File: config.mk
export PLATFORM = sky130hd
export DESIGN_NAME = btsc_queue
export DESIGN_NICKNAME = d
export VERILOG_FILES = /design/src/rtl/btsc_pkg.sv /design/src/rtl/btsc_queue.sv
export VERILOG_INCLUDE_DIRS = /design/src /design/src/rtl
export SDC_FILE = /design/constraint.sdc
export NUM_CORES = 1
export LEC_CHECK = 0
export BUFFER_PORTS_ARGS = -buffer_cell sky130_fd_sc_hd__buf_4
export CAP_MARGIN = 30
export CORE_UTILIZATION = 25
export DETAILED_ROUTE_END_ITERATION = 8
export GPL_ROUTABILITY_DRIVEN = 0
export GPL_TIMING_DRIVEN = 0
export RECOVER_POWER = 100
export SETUP_SLACK_MARGIN = 0.5
export SKIP_LAST_GASP = 1
export SLEW_MARGIN = 20
export SYNTH_ARGS = -nofsm -noshare
export SYNTH_HDL_FRONTEND = slang
export SYNTH_SLANG_ARGS = --single-unit
export TNS_END_PERCENT = 10
File: constraint.sdc
create_clock -name aclk -period 4.15 [get_ports aclk]
set_input_delay 0.415 -clock aclk [delete_from_list [all_inputs] [get_ports aclk]]
set_output_delay 0.415 -clock aclk [all_outputs]
set_load 0.01 [all_outputs]
File: src/rtl/bilinear_texel_sampler_core_defines.svh
// ---------------------------------------------------------------------------
// bilinear texel sampler assertion macros
// concurrent assertion wrappers, compiled out when ASSERT_OFF is set
// ---------------------------------------------------------------------------
`ifndef BILINEAR_TEXEL_SAMPLER_CORE_DEFINES_SVH
`define BILINEAR_TEXEL_SAMPLER_CORE_DEFINES_SVH

`ifndef ASSERT_OFF
// checked only outside reset
`define BTSC_ASSERT(name, clk, rstn, prop, msg) \
    name: assert property (@(posedge clk) disable iff (!rstn) prop) \
        else $error(msg);
// checked at every edge, reset included
`define BTSC_ASSERT_ALWAYS(name, clk, prop, msg) \
    name: assert property (@(posedge clk) prop) \
        else $error(msg);
`else
`define BTSC_ASSERT(name, clk, rstn, prop, msg)
`define BTSC_ASSERT_ALWAYS(name, clk, prop, msg)
`endif

`endif

File: src/rtl/btsc_pkg.sv
`timescale 1ns / 1ps
// ---------------------------------------------------------------------------
// btsc_pkg
// shared constants, types and register codes of the texel sampler
// ---------------------------------------------------------------------------
package btsc_pkg;

    localparam int COL_BITS  = 8;
    localparam int ROW_BITS  = 8;
    localparam int FRAC_BITS = 16;

    localparam int COORD_W   = 48;
    localparam int DIM_W     = 9;
    localparam int RGBA_W    = 32;
    localparam int CH_W      = 8;
    localparam int NUM_CH    = 4;
    localparam int IN_COL_W  = 8;
    localparam int IN_ROW_W  = 8;

    localparam int MAX_BITS  = (COL_BITS > ROW_BITS) ? COL_BITS : ROW_BITS;
    localparam int INT_BITS  = MAX_BITS + 1;
    localparam int QUO_W     = INT_BITS + FRAC_BITS;
    localparam int DIFF_W    = COORD_W + 1;
    localparam int NSAT_W    = MAX_BITS + 1;
    localparam int NM1_W     = MAX_BITS;
    localparam int PROD_W    = DIFF_W + NM1_W;
    localparam int REM_W     = DIFF_W + 1;
    localparam int POS_W     = MAX_BITS + FRAC_BITS;
    localparam int AX_LAT    = QUO_W + 4;

    localparam int Q_DEPTH   = 4;
    localparam int Q_PTR_W   = $clog2(Q_DEPTH);

    localparam int NUM_BANKS  = 4;
    localparam int BANK_AW    = COL_BITS + ROW_BITS - 2;
    localparam int BANK_DEPTH = 1 << BANK_AW;

    localparam int WGT_W     = FRAC_BITS + 1;
    localparam int LERP_W    = CH_W + FRAC_BITS;
    localparam int ACC_W     = LERP_W + WGT_W;

    localparam logic [WGT_W-1:0] FRAC_ONE = WGT_W'(1) << FRAC_BITS;

    localparam int X_LIMIT = 1 << COL_BITS;
    localparam int Y_LIMIT = 1 << ROW_BITS;

    localparam logic ACT_LOAD   = 1'b0;
    localparam logic ACT_SAMPLE = 1'b1;

    localparam int CFG_IDX_W = 3;
    localparam logic [CFG_IDX_W-1:0] CFG_IMAGE_WIDTH  = CFG_IDX_W'(0);
    localparam logic [CFG_IDX_W-1:0] CFG_IMAGE_HEIGHT = CFG_IDX_W'(1);
    localparam logic [CFG_IDX_W-1:0] CFG_X_MIN        = CFG_IDX_W'(2);
    localparam logic [CFG_IDX_W-1:0] CFG_Y_MIN        = CFG_IDX_W'(3);
    localparam logic [CFG_IDX_W-1:0] CFG_X_MAX        = CFG_IDX_W'(4);
    localparam logic [CFG_IDX_W-1:0] CFG_Y_MAX        = CFG_IDX_W'(5);

    typedef struct packed {
        logic                action;
        logic [COL_BITS-1:0] col;
        logic [ROW_BITS-1:0] row;
        logic [RGBA_W-1:0]   rgba;
    } load_t;

    typedef struct packed {
        load_t                ld;
        logic                 in_range;
        logic [COL_BITS-1:0]  c0;
        logic [FRAC_BITS-1:0] fx;
        logic [ROW_BITS-1:0]  r0;
        logic [FRAC_BITS-1:0] fy;
    } item_t;

    typedef struct packed {
        logic full;
        logic empty;
    } q_stat_t;

endpackage

File: src/rtl/btsc_queue.sv
`timescale 1ns / 1ps
// ---------------------------------------------------------------------------
// btsc_queue
// short fifo between the mapping front and the texel back end
// ---------------------------------------------------------------------------
`include "bilinear_texel_sampler_core_defines.svh"

module btsc_queue (
    input  logic              aclk,
    input  logic              aresetn,
    input  logic              push,
    input  btsc_pkg::item_t   push_word,
    input  logic              pop,
    output btsc_pkg::item_t   head,
    output btsc_pkg::q_stat_t stat
);

    localparam int PW = btsc_pkg::Q_PTR_W;

    btsc_pkg::item_t  mem_reg [btsc_pkg::Q_DEPTH];
    logic [PW-1:0]    wr_ptr_reg, rd_ptr_reg;
    logic [PW:0]      count_reg;

    assign stat.full  = (count_reg == (PW+1)'(btsc_pkg::Q_DEPTH));
    assign stat.empty = (count_reg == '0);
    assign head       = mem_reg[rd_ptr_reg];

    always_ff @(posedge aclk) begin
        if (!aresetn) begin
            wr_ptr_reg <= '0;
            rd_ptr_reg <= '0;
            count_reg  <= '0;
        end else begin
            if (push) begin
                wr_ptr_reg <= wr_ptr_reg + PW'(1);
            end
            if (pop) begin
                rd_ptr_reg <= rd_ptr_reg + PW'(1);
            end
            if (push && !pop) begin
                count_reg <= count_reg + (PW+1)'(1);
            end else if (pop && !push) begin
                count_reg <= count_reg - (PW+1)'(1);
            end
        end
    end

    always_ff @(posedge aclk) begin
        if (push) begin
            mem_reg[wr_ptr_reg] <= push_word;
        end
    end

    `BTSC_ASSERT(a_push_not_full, aclk, aresetn, push |-> !stat.full, "push into full queue")
    `BTSC_ASSERT(a_pop_not_empty, aclk, aresetn, pop |-> !stat.empty, "pop from empty queue")
    `BTSC_ASSERT(a_count_up, aclk, aresetn, (push && !pop) |=> (count_reg == $past(count_reg) + 1'b1), "queue count lost a push")
    `BTSC_ASSERT_ALWAYS(a_reset_empty, aclk, !aresetn |=> stat.empty, "queue not empty after reset")

endmodule

## Word-level counts from Yosys, hierarchy flattened

Memory sizes are Yosys's and may differ from the RTL's. A register that Yosys moved wholly into a read port is not among the register bits.
Index checks and enable logic that the tools add are counted.

| storage, ports and cells | value |
|---|---|
| output and inout port bits | 100 |
| input port bits | 102 |
| memories | 1 |
| word-level logic and storage cells | 21 |
| bits in registers | 7 |
| RAM bits | 392 |

| cells by class | value |
|---|---|
| equal/unequal tests | 1 |
| add/sub/neg operators | 4 |
| muxes and demuxes | 6 |
| reductions and logical operators | 6 |

Memories:

| memory | words | width | rd ports | clocked after memory_dff | write ports | line | RTL |
|---|---|---|---|---|---|---|---|
| mem_reg | 4 | 98 | 1 | 1 | 1 | btsc_queue.sv:20 | `btsc_pkg::item_t mem_reg [btsc_pkg::Q_DEPTH];` |

Operators by type and width:

| kind | count |
|---|---|
| $mux 3 | 2 |
| $add 2x1->2 const B | 2 |
| $mux 2 | 2 |
| $add 3x1->3 const B | 1 |
| $eq 3x3->1 const B | 1 |
| $logic_not 3->1 | 1 |
| $sub 3x1->3 const B | 1 |
| $logic_and 1x1->1 | 2 |
| $logic_not 1->1 | 2 |
| $mux 1 | 2 |
| $reduce_bool 2->1 | 1 |

## Longest topological paths before layout

| depth | value |
|---|---|
| word-level depth | 4 |
| depth in mapped cells | 7 |
| mapped depth without buffers | 7 |

## Worst setup path after synthesis

OpenSTA, ideal clock, no wires.

| timing | value |
|---|---|
| path kind | reg-to-reg |
| from | register wr_ptr_reg[0] |
| to | memory mem_reg[0][0] in the netlist's numbering (enable) |
| arrival time | 2807 ps |
| stages on the path, launching flop included | 4 |
| setup slack | 875 ps |
| buffers on the path | 0 |
| path through | dfxtp_1 > inv_1 > ha_1 > and2_1 |

RTL lines:

| item | line | RTL |
|---|---|---|
| start: declaration | btsc_queue.sv:21 | `logic [PW-1:0] wr_ptr_reg, rd_ptr_reg;` |
| start signal: assignment | btsc_queue.sv:35 | `wr_ptr_reg <= wr_ptr_reg + PW'(1);` |
| end: declaration | btsc_queue.sv:20 |  |

No word-level cell before the write port.

==> results_dict.tcl <==
set metrics [dict create \
    run_status "finished with violations" \
    failed_checks "max-capacitance violations, max-slew violations" \
    seq_power_share_pct 49.0 \
    period_needed_ps 3220 \
    synth.area.top_cells "edfxtp_1 (81%), mux4_2 (15%), dfxtp_1 (1.2%), ha_1 (0.43%), and2_1 (0.39%)" \
    cell_internal_pwr_mw 7.47 \
    grt_start_max_net_pins 42 \
    netlist_instances 555 \
    rsz0062_at_grt "false" \
    final-max-slew-violation-count 27 \
    avgSynthCellArea_um2 26.3 \
    worstPathRequired_ps 3730 \
    io_buffer_count 201 \
    timing.critical_path.from_type "flip-flop" \
    worst_slew_pin_slew_ps 2290 \
    hold_start "push_word[20]" \
    synthesis.area_mm2 0.0146 \
    layout_common_cells "edfxtp_1 (392), clkbuf_1 (212), mux4_2 (98)" \
    power.ir.vdd_worst_uv 253 \
    clock_path_buffers 3 \
    cap_viol_max_count 1 \
    layout.filler_cells 5673 \
    r2r_slack_ps 930 \
    number_of_global_route_vias_before_repair 7400 \
    worstSetupEndpointType "output pin" \
    row_count 88 \
    sequential_cell_area_mm2 0.0120 \
    tns_ps 0 \
    power.combinational.fraction_pct 8.9 \
    power_density_mw_per_mm2 532 \
    htree_num_levels 2 \
    initial_utilization_pct 25.3 \
    number_of_flip_flops_under_the_largest_register_name 392 \
    vias 6612 \
    synthesis.yosys.warnings 0 \
    crit-reg2reg-launch "wr_ptr_reg[0]" \
    worst_clock_skew_on_the_final_layout_ps 10.9 \
    number_of_library_cell_types_mapped_by_synthesis 23 \
    class_of_the_tightest_hold_or_removal_check "in -> reg" \
    viasPerCell 4.09 \
    pin_count 202 \
    layout-drive-gt1-share_pct 23.1 \
    drt-wirelength-per-cell_um 19.3 \
    placed_cells 1529 \
    drt_drc_violations_left 0 \
    multi_input_comb_area_mm2 0.00246 \
    grt.total_usage_pct 10.7 \
    antenna_violations_before_repair 3 \
    relSlewSlack_pct -52.4 \
    postPlaceCellArea_mm2 0.0173 \
    antennaDiodeCount 0 \
    layout.nets 924 \
    critPathArrivalTime_ps 2810 \
    synth_seq_cells 401 \
    final_cell_count_without_fillers 1616 \
    netSwitchingFraction_pct 22.1 \
    hold_viol_final 0 \
    insertion_delay_ps 560 \
    setup_viol_count_final 0 \
    layout.cells.most_common "edfxtp_1" \
    synth.net_count 663 \
    hold_slack_ps 113 \
    clockRootBuffer "clkbuf_16" \
    post-synth-top-area-cell "edfxtp_1" \
    post_route_wl_mm 31.2 \
    clock_sink_count 401 \
    final_period_utilization_pct 77.6 \
    hpwlAfterDp_mm 19.4 \
    synth_seq_area_share_pct 82.0 \
    fp.dieArea_mm2 0.0593 \
    global_route.overflow_total 0 \
    clkSlewWorstSetupHoldPaths_ps 60 \
    layout-area-overhead-vs-synth_pct 23.7 \
    finish.utilization_pct 31.2 \
    floorplan_core_area_mm2 0.0577 \
    number_of_nets_still_failing_antenna_checks_after_routing 0 \
    post-synth-top-area-fraction_pct 80.8 \
    cts_buffer_count 46 \
    tritoncts_clock_tree "built" \
    critPathKind "reg -> out" \
    first_pass_iters 4 \
    p_switching_mw 2.12 \
    grt_first_pass_wirelength_mm 46.6 \
    floorplan.die.width_um 243 \
    fmax_ghz 0.310 \
    die_height_um 243 \
    power.leakage_nw 5.52 \
    timing.critical_path.fanout_max 10 \
    finish.instance_area_mm2 0.0180 \
    first_iter_violations 275 \
    p_clk_share_pct 42.1 \
]
power groups by stage:
| stage | logic (mW) | clock network [mW] | registers (mW) |
|---|---|---|---|
| floorplan | 0.512 | 0 | 4.78 |
| global placement | 1.01 | 0 | 4.81 |
| detailed placement | 1.06 | 0 | 4.78 |
| CTS | 1.06 | 4.19 | 4.70 |
| global route | 0.940 | 4.32 | 4.71 |
| finish | 0.855 | 4.04 | 4.70 |
repair_timing:
| action | in CTS | in global routing |
|---|---|---|
| hold endpoints to repair | 10 | 0 |
| setup buffers | 0 | 0 |
| gates resized for setup | 0 | 0 |
| hold buffers | 4 | 0 |
cell usage after synthesis, drive strengths merged:
| master | n |
|---|---|
| edfxtp | 392 |
| mux4 | 98 |
| buf | 15 |
| and2 | 9 |
| dfxtp | 9 |
| clkbuf | 7 |
| ha | 5 |
| inv | 4 |
| xor2 | 3 |
| mux2i | 2 |
| nor2b | 2 |
| xnor2 | 2 |
| a21boi | 1 |
| fa | 1 |
| nand2 | 1 |
| nor3 | 1 |
| nor3b | 1 |
| o21ai | 1 |
| or3 | 1 |
cells by family after synthesis:
| group | after synthesis | synth area share [%] |
|---|---|---|
| flops | 401 | 82.0 |
| mux | 100 | 15.3 |
| buf+inv | 26 | 1.13 |
| simple gates | 15 | 0.627 |
| fa+ha+maj | 6 | 0.567 |
| xor+xnor | 5 | 0.301 |
| compound gates | 2 | 0.0858 |
worst paths after layout:
check | endpoint | depth (start not counted)
hold reg to reg | count_reg[2] | 2
setup / recovery | head[76] | 5
hold / removal | mem_reg[2][20] | 1
setup reg to reg | mem_reg[0][70] | 5
layer usage:
metal  share of wire (%)  up-vias  GRT usage [%]
li1                    -     2918              -
met1                  42     3471           13.2
met2                  49      164           17.6
met3                 6.9       53           3.50
met4                 2.2        6           3.39
met5                0.16        -              0
cell type report:
class                   count  area share [%]
inverters                   4          0.0833
plain buffers              22           0.805
flip-flops and latches    401            66.3
multi-input cells         128            13.7
well taps                 765            5.31
clock buffers              56            6.71
clock inverters            27            1.69
repair buffers            213            5.40
metrics by stage:
stage	power, mW	setup slack (ps)
floorplan	5.30	875
global placement	5.82	-1590
detailed placement	5.84	1800
CTS	9.95	1160
global route	9.98	593
finish	9.59	929
critical path, cell delays in order, from the launching register on:
cell and delay [ps]:
dfxtp_1 300, buf_2 260, clkbuf_1 570, clkbuf_1 550
mux4_2 410, clkbuf_1 150
Note: power is estimated with default switching activity, not from simulation.
